File: config.mk
export PLATFORM = sky130hd
export DESIGN_NAME = nibble_pixel_unpack
export DESIGN_NICKNAME = d
export VERILOG_FILES = /design/src/rtl/core/npu_pkg.sv /design/src/rtl/core/npu_cfg.sv /design/src/rtl/core/npu_pos.sv /design/src/rtl/core/npu_expand.sv /design/src/rtl/core/nibble_pixel_unpack.sv
export SDC_FILE = /design/constraint.sdc
export NUM_CORES = 1
export LEC_CHECK = 0
export BUFFER_PORTS_ARGS = -buffer_cell sky130_fd_sc_hd__buf_2
export CORE_ASPECT_RATIO = 0.75
export CORE_MARGIN = 10
export CORE_UTILIZATION = 60
export CTS_BUF_LIST = sky130_fd_sc_hd__clkbuf_4 sky130_fd_sc_hd__clkbuf_8 sky130_fd_sc_hd__clkbuf_16
export DETAILED_ROUTE_END_ITERATION = 12
export HOLD_SLACK_MARGIN = 0.06
export PLACE_DENSITY_LB_ADDON = 0.15
export SLEW_MARGIN = 10
export SYNTH_ARGS = -nofsm -noshare
export SYNTH_HDL_FRONTEND = slang
export SYNTH_SLANG_ARGS = --single-unit
File: constraint.sdc
create_clock -name clk -period 7.2 [get_ports clk]
set_clock_uncertainty 0.15 [all_clocks]
set_input_delay 0.36 -clock clk [delete_from_list [all_inputs] [get_ports clk]]
set_output_delay 0.36 -clock clk [all_outputs]
set_load 0.005 [all_outputs]
File: src/rtl/core/npu_pkg.sv
// ----------------------------------------------------------------------------
// npu_pkg
// Shared types, constants and helpers for the nibble pixel unpacker.
// ----------------------------------------------------------------------------
package npu_pkg;

  localparam int SPAN_W   = 11;   // width of row_bytes and row_count
  localparam int POS_W    = 10;   // width of the column and row positions
  localparam int PIX_W    = 8;    // width of one expanded pixel
  localparam int NIB_W    = 4;    // width of one packed pixel
  localparam int CFG_IDX_W = 3;
  localparam int CFG_DATA_W = 11;
  localparam int MAX_SPAN = 1024;

  localparam logic [CFG_IDX_W-1:0] REG_ROW_BYTES      = 3'd0;
  localparam logic [CFG_IDX_W-1:0] REG_ROW_COUNT      = 3'd1;
  localparam logic [CFG_IDX_W-1:0] REG_PALETTE_OFFSET = 3'd2;
  localparam logic [CFG_IDX_W-1:0] REG_ZERO_TO_FF     = 3'd3;
  localparam logic [CFG_IDX_W-1:0] REG_DROP_LAST_FOUR = 3'd4;

  localparam logic [SPAN_W-1:0] ROW_BYTES_RESET = 11'd160;
  localparam logic [SPAN_W-1:0] ROW_COUNT_RESET = 11'd240;

  localparam logic [PIX_W-1:0] ZERO_PIX_LOW  = 8'h00;
  localparam logic [PIX_W-1:0] ZERO_PIX_HIGH = 8'hFF;

  // Settings as the datapath sees them, derived from the raw registers.
  typedef struct packed {
    logic [POS_W-1:0] last_col;   // last byte position of a row
    logic [POS_W-1:0] last_row;   // last row of an image
    logic [POS_W-1:0] emit_last;  // last byte position that gives a result
    logic             has_emit;   // false when dropping eats the whole row
    logic             drop;
    logic [PIX_W-1:0] palette_offset;
    logic             zero_to_ff;
  } cfg_t;

  // Per-byte decision of the position tracker.
  typedef struct packed {
    logic emit;
    logic row_end;
    logic image_end;
  } pos_status_t;

  // Last position of a span; zero acts as one, values above the maximum clamp.
  function automatic logic [POS_W-1:0] span_last(input logic [SPAN_W-1:0] v);
    logic [SPAN_W-1:0] dec;
    dec = v - SPAN_W'(1);
    if (v == '0) begin
      span_last = '0;
    end else if (v > SPAN_W'(MAX_SPAN)) begin
      span_last = '1;
    end else begin
      span_last = dec[POS_W-1:0];
    end
  endfunction

endpackage

File: src/rtl/core/npu_cfg.sv
// ----------------------------------------------------------------------------
// npu_cfg
// Configuration registers and the row geometry derived from them.
// ----------------------------------------------------------------------------
module npu_cfg (
  input  logic                              clk,
  input  logic                              rst,
  input  logic                              cfg_wen,
  input  logic [npu_pkg::CFG_IDX_W-1:0]     cfg_index,
  input  logic [npu_pkg::CFG_DATA_W-1:0]    cfg_data,
  output npu_pkg::cfg_t                     cfg
);

  logic [npu_pkg::SPAN_W-1:0] row_bytes;
  logic [npu_pkg::SPAN_W-1:0] row_count;
  logic [npu_pkg::PIX_W-1:0]  palette_offset;
  logic                       zero_to_ff;
  logic                       drop_last_four;
  logic [npu_pkg::POS_W-1:0]  last_col;

  always_ff @(posedge clk) begin
    if (rst) begin
      row_bytes      <= npu_pkg::ROW_BYTES_RESET;
      row_count      <= npu_pkg::ROW_COUNT_RESET;
      palette_offset <= '0;
      zero_to_ff     <= 1'b0;
      drop_last_four <= 1'b0;
    end else if (cfg_wen) begin
      case (cfg_index)
        npu_pkg::REG_ROW_BYTES:      row_bytes      <= cfg_data;
        npu_pkg::REG_ROW_COUNT:      row_count      <= cfg_data;
        npu_pkg::REG_PALETTE_OFFSET: palette_offset <= cfg_data[npu_pkg::PIX_W-1:0];
        npu_pkg::REG_ZERO_TO_FF:     zero_to_ff     <= cfg_data[0];
        npu_pkg::REG_DROP_LAST_FOUR: drop_last_four <= cfg_data[0];
        default: begin
        end
      endcase
    end
  end

  assign last_col = npu_pkg::span_last(row_bytes);

  always_comb begin
    cfg.last_col       = last_col;
    cfg.last_row       = npu_pkg::span_last(row_count);
    cfg.drop           = drop_last_four;
    cfg.palette_offset = palette_offset;
    cfg.zero_to_ff     = zero_to_ff;
    // With dropping, the last two bytes of a row give nothing.
    cfg.has_emit       = !drop_last_four || (last_col >= npu_pkg::POS_W'(2));
    if (!drop_last_four) begin
      cfg.emit_last = last_col;
    end else if (last_col >= npu_pkg::POS_W'(2)) begin
      cfg.emit_last = last_col - npu_pkg::POS_W'(2);
    end else begin
      cfg.emit_last = '0;
    end
  end

endmodule

File: src/rtl/core/npu_pos.sv
// ----------------------------------------------------------------------------
// npu_pos
// Column and row position counters with the row and image end markers.
// ----------------------------------------------------------------------------
module npu_pos (
  input  logic                  clk,
  input  logic                  rst,
  input  npu_pkg::cfg_t         cfg,
  input  logic                  advance,
  output npu_pkg::pos_status_t  status
);

  logic [npu_pkg::POS_W-1:0] column_position;
  logic [npu_pkg::POS_W-1:0] row_position;
  logic                      col_wrap;
  logic                      row_last;
  logic                      rend;

  assign col_wrap = column_position >= cfg.last_col;
  assign row_last = row_position >= cfg.last_row;
  assign rend     = (column_position == cfg.emit_last) || (!cfg.drop && col_wrap);

  always_comb begin
    status.emit      = !cfg.drop || (cfg.has_emit && column_position <= cfg.emit_last);
    status.row_end   = rend;
    status.image_end = rend && row_last;
  end

  // A counter left past its end by a register change wraps on the next byte.
  always_ff @(posedge clk) begin
    if (rst) begin
      column_position <= '0;
      row_position    <= '0;
    end else if (advance) begin
      if (col_wrap) begin
        column_position <= '0;
        row_position    <= row_last ? '0 : row_position + npu_pkg::POS_W'(1);
      end else begin
        column_position <= column_position + npu_pkg::POS_W'(1);
      end
    end
  end

endmodule

File: src/rtl/core/npu_expand.sv
// ----------------------------------------------------------------------------
// npu_expand
// Expands the two nibbles of a packed byte into 8-bit palette indexes.
// ----------------------------------------------------------------------------
module npu_expand (
  input  npu_pkg::cfg_t               cfg,
  input  logic [7:0]                  packed_byte,
  output logic [npu_pkg::PIX_W-1:0]   left_pixel,
  output logic [npu_pkg::PIX_W-1:0]   right_pixel
);

  function automatic logic [npu_pkg::PIX_W-1:0] expand(
    input logic [npu_pkg::NIB_W-1:0] nib,
    input npu_pkg::cfg_t             c
  );
    if (nib == '0) begin
      expand = c.zero_to_ff ? npu_pkg::ZERO_PIX_HIGH : npu_pkg::ZERO_PIX_LOW;
    end else begin
      expand = npu_pkg::PIX_W'(nib) + c.palette_offset;
    end
  endfunction

  assign left_pixel  = expand(packed_byte[7:4], cfg);
  assign right_pixel = expand(packed_byte[3:0], cfg);

endmodule

File: src/rtl/core/nibble_pixel_unpack.sv
// ----------------------------------------------------------------------------
// nibble_pixel_unpack
// Expands packed 4-bit pixels into 8-bit palette indexes, two per word.
// ----------------------------------------------------------------------------
// Each input word is one packed byte carrying two pixels, the high nibble being
// the left pixel. A nonzero nibble becomes (nibble + palette_offset) mod 256 and
// a zero nibble becomes 0, or 255 when zero_to_ff is set. The block counts bytes
// per row and rows per image: tlast marks the last pair of a row and tuser the
// last pair of the image. With drop_last_four set, the last two bytes of every
// row give no output word but still advance the counters. A word passes through
// an input register and a result register; one word is taken every clock as
// long as the output side keeps up, and the result register lets a new word
// enter while the previous result still waits. Configuration must be written
// through cfg_wen/cfg_index/cfg_data while no word is in flight, which the
// block does not enforce. Widths in bytes are expected to be even.
// ----------------------------------------------------------------------------
module nibble_pixel_unpack (
  input  logic                              clk,
  input  logic                              rst,
  input  logic                              cfg_wen,
  input  logic [npu_pkg::CFG_IDX_W-1:0]     cfg_index,
  input  logic [npu_pkg::CFG_DATA_W-1:0]    cfg_data,
  input  logic                              s_tvalid,
  output logic                              s_tready,
  input  logic [7:0]                        s_tdata,   // [7:0] packed_byte
  output logic                              m_tvalid,
  input  logic                              m_tready,
  output logic [15:0]                       m_tdata,   // [7:0] left_pixel, [15:8] right_pixel
  output logic                              m_tlast,   // row_end
  output logic                              m_tuser    // image_end
);

  npu_pkg::cfg_t              cfg;
  npu_pkg::pos_status_t       status;
  logic                       in_valid;
  logic [7:0]                 in_byte;
  logic                       out_free;
  logic                       advance;
  logic [npu_pkg::PIX_W-1:0]  left_pixel;
  logic [npu_pkg::PIX_W-1:0]  right_pixel;

  npu_cfg u_cfg (
    .clk       (clk),
    .rst       (rst),
    .cfg_wen   (cfg_wen),
    .cfg_index (cfg_index),
    .cfg_data  (cfg_data),
    .cfg       (cfg)
  );

  // The counters move once per byte, when it leaves the input register.
  npu_pos u_pos (
    .clk     (clk),
    .rst     (rst),
    .cfg     (cfg),
    .advance (advance),
    .status  (status)
  );

  npu_expand u_expand (
    .cfg         (cfg),
    .packed_byte (in_byte),
    .left_pixel  (left_pixel),
    .right_pixel (right_pixel)
  );

  // The result register can take a word when it is empty or being drained.
  // A dropped byte needs no room there and always leaves at once.
  assign out_free = !m_tvalid || m_tready;
  assign advance  = in_valid && (!status.emit || out_free);
  assign s_tready = !in_valid || advance;

  always_ff @(posedge clk) begin
    if (rst) begin
      in_valid <= 1'b0;
    end else if (s_tready) begin
      in_valid <= s_tvalid;
    end
  end

  always_ff @(posedge clk) begin
    if (s_tvalid && s_tready) begin
      in_byte <= s_tdata;
    end
  end

  always_ff @(posedge clk) begin
    if (rst) begin
      m_tvalid <= 1'b0;
    end else if (out_free) begin
      m_tvalid <= advance && status.emit;
    end
  end

  always_ff @(posedge clk) begin
    if (out_free && advance && status.emit) begin
      m_tdata <= {right_pixel, left_pixel};
      m_tlast <= status.row_end;
      m_tuser <= status.image_end;
    end
  end

endmodule

==> metrics.md <==
| Metric | Value |
|---|---|
| Top post-synthesis cells by area | dfxtp_1 (21%), edfxtp_1 (15%), ha_1 (10%), nand2_1 (7.2%), a21oi_1 (7.0%) |
| Total gr overflow | 0 |
| Pre-CTS setup slack | 1.50 ns |
| # rows | 29 |
| Gr usage total | 0.200 |
| Vias per cell | 6.11 |
| First-pass GRT wire length | 21000 um |
| Drt first pass iters | 5 |
| Synthesized area | 0.00513 sq mm |
| P_leak | 2.29 nW |
| Hold Violations, Final | 0 |
| CTS buffer count | 9 |
| Worst path bufs/invs | 1 |
| Max Cap Viol | 0 |
| Width of the die | 127 um |
| Comb power frac | 0.107 |
| P&R area growth vs syn | 13.0% |
| Num ports | 47 |
| Crit path max-delay family | compound AO/OA/AOI/OAI gates |
| Number of synthesized register bits | 80 |
| I/O Buffers | 46 |
| GP Congestion | 0.971 |
| # fillers | 658 |
| Status | finished clean |
| 1st-iter DRT viols | 380 |
| Critical setup path kind | reg -> reg |
| Slowest cell on the critical path | a21oi_2 |
| Setup crit end kind | register |
| Initial Util | 0.612 |
| Synthesized net count | 673 |
| Peak VDD IR | 140 uV |
| Internal Power | 0.800 mW |
| Mapped Avg Cell Area | 8.53 sq um |
| Post-synth top area cell | dfxtp_1 |
| Tightest Pin Transition | 1.12 ns |
| Ys flop type | dfxtp_1 |
| Sw frac | 0.252 |
| Relative slew slack | 0.251 |
| Share of cells above drive strength 1 | 0.122 |
| Final setup vio count | 0 |
| Die Height | 100 um |
| WL final | 13200 um |
| # clock sinks | 80 |
| Largest net degree at the start of global routing | 35 |
| DR DRC count | 0 |
| Startpoint types | register |
| Critical path peak fanout | 31 |
| H-tree levels | 3 |
| PD cells | 184 mW/mm^2 |
| Achievable Freq | 0.172 GHz |
| Worst-path clk slew | 0.06 ns |
| Worst Path Arrival | 5.92 ns |
| WL per Instance | 17.4 um |
| Final Max Slew Viols | 0 |
| TritonCTS clock tree | built |
| YS warnings | 0 |
| Number of enable flip-flop cells after synthesis | 26 |
| Core Area | 0.00838 sq mm |
| CP required | 7.30 ns |
| RSZ-0062 raised after global routing | no |
| Clk pwr share | 0.431 |
| Ys async rst share | 0 |
| Final Cycle Share | 0.808 |
| Clk Tree Root Cell | clkbuf_16 |
| DP Wirelength | 10200 um |
| Final WS setup | 1.38 ns |
| Antenna violations before repair | 0 |
| Worst-Skew Late Latency | 0.33 ns |
| Netlist cell types | 64 |
| P_sw | 0.270 mW |
| Crit path top cell by count | ha_1 |
| Register share of total power | 0.462 |
| Slowest Stage Delay on Critical Path | 0.84 ns |
| Sequential fraction of the synthesis area | 0.363 |
| Vias in the first global route | 4254 |
| Max Buffers Root-to-Sink | 2 |
| Die area | 0.0127 sq mm |
| Min-Delay Path Class | in -> reg |
| Vias | 4632 |
| Synth top area share | 0.211 |
| Synth Instances | 601 |
| Diode count | 0 |
| Setup_tns | 0 ns |
| Postcts setup bufs | 0 |
| Crit-path cells | inv_1, ha_1, or3b_4, nor3_1, maj3_1, ha_1, nand3_1, a211oi_1, nand3_1, o21a_1, ha_1, a21oi_1, o21ai_0, a2111oi_0, o31ai_1, a21oi_2, o21ai_2, a21oi_1 |
| Routed Antenna Nets | 0 |
| Tmin final | 5.82 ns |
| Nets | 717 |
-- flip-flops by register name, summed over array words and instances (netlist names) --
signal                 flops
u_cfg.palette_offset       8
in_byte                    8
u_cfg.drop_last_four       1
m_tuser                    1
m_tlast                    1
u_cfg.row_count           11
m_tvalid                   1
u_pos.row_position        10
in_valid                   1
u_cfg.zero_to_ff           1
m_tdata                   16
u_cfg.row_bytes           11
u_pos.column_position     10
-- worst min-delay path, stage by stage --
cell and delay [ns]:
buf_2 0.11, nand2_1 0.05, o31ai_1 0.06
-- cells in the mapped netlist, drive strengths merged (3+ instances only) --
| cell type | n |
|---|---|
| o21ai | 33 |
| nor4b | 3 |
| xnor2 | 13 |
| inv | 23 |
| a31oi | 3 |
| nand3 | 22 |
| mux2i | 4 |
| or3 | 9 |
| o31ai | 9 |
| nand2 | 99 |
| buf | 5 |
| edfxtp | 26 |
| ha | 43 |
| and2 | 3 |
| nor3b | 4 |
| and4 | 3 |
| nor3 | 10 |
| nand4 | 5 |
| a21o | 7 |
| nor2b | 11 |
| nand2b | 7 |
| o21a | 8 |
| xor2 | 12 |
| clkbuf | 18 |
| a21oi | 73 |
| nor4 | 6 |
| nor2 | 31 |
| o211ai | 5 |
| a32o | 3 |
| nand3b | 3 |
| dfxtp | 54 |
| a211oi | 5 |
| or4 | 13 |
-- layout make-up --
type / instances / area [sq um] / share of cell area
clock buffer: 9 / 225 / 0.0389
clock inverter: 7 / 80.1 / 0.0138
inverter: 23 / 86.3 / 0.0149
multi-input combinational: 475 / 3080 / 0.532
sequential: 80 / 1860 / 0.321
tap: 108 / 135 / 0.0233
timing repair buffer: 56 / 325 / 0.0561
-- power by group through the flow --
stage | Combinational (mW) | Clock (mW) | Sequential (mW)
2_1_floorplan | 0.0741 | 0 | 0.500
3_3_place_gp | 0.105 | 0 | 0.503
3_5_place_dp | 0.109 | 0 | 0.504
4_1_cts | 0.114 | 0.466 | 0.494
5_1_grt | 0.127 | 0.482 | 0.495
6_report | 0.115 | 0.461 | 0.494
-- repair_timing --
item,4_1_cts,5_1_grt
hold endpoints to repair,8,0
hold buffers,8,0
resized for setup,0,0
-- routing by layer --
metal	track usage	vias to the layer above	wire length, um	part of all wire
met5	0	-	0	0
met4	0.0428	0	80	0.0060
met3	0.0511	11	945	0.071
met2	0.319	152	6050	0.46
met1	0.266	2182	6150	0.46
li1	-	2287	-	-
-- cells by family (layout without fill, tap and decap cells) --
logic type,after synthesis,count (layout),share of synthesized area
AND/OR/NAND/NOR,234,234,0.229
multiplexers,5,5,0.0100
AO/OA/AOI/OAI,164,164,0.201
adder cells (fa/ha/maj),47,47,0.117
buffers and inverters,46,95,0.0376
flip-flops,80,80,0.363
XOR/XNOR,25,25,0.0427
-- placed cells by master (no fill, tap or decap), types with 12 or more instances in the layout --
master,instances
a21oi_1,72
buf_2,46
dfxtp_1,54
edfxtp_1,26
ha_1,43
inv_1,23
nand2_1,99
nand3_1,22
nor2_1,31
o21ai_0,32
or4_1,13
xnor2_1,13
xor2_1,12
-- stage by stage --
step           utilization  instances  total power, mW  hold slack, ns  instance area (sq um)
3_3_place_gp         0.645        734            0.608           0.326                   5410
3_5_place_dp         0.645        734            0.613           0.333                   5410
6_report             0.691        758             1.07           0.126                   5800
5_1_grt              0.691        758             1.10           0.122                   5800
2_1_floorplan            -        601            0.574           0.306                   5130
4_1_cts              0.691        758             1.07           0.124                   5800
-- final timing paths --
check                                from                        to  slack, ns  cells past startpoint
setup / recovery       u_cfg.row_bytes[0]  u_pos.column_position[8]       1.38                     18
hold / removal                   s_tvalid                  in_valid       0.13                      3
hold reg to reg   u_cfg.palette_offset[2]   u_cfg.palette_offset[2]       0.34                      2
setup reg to reg       u_cfg.row_bytes[0]  u_pos.column_position[8]       1.38                     18
No activity file was read; power rests on OpenSTA's default activity.
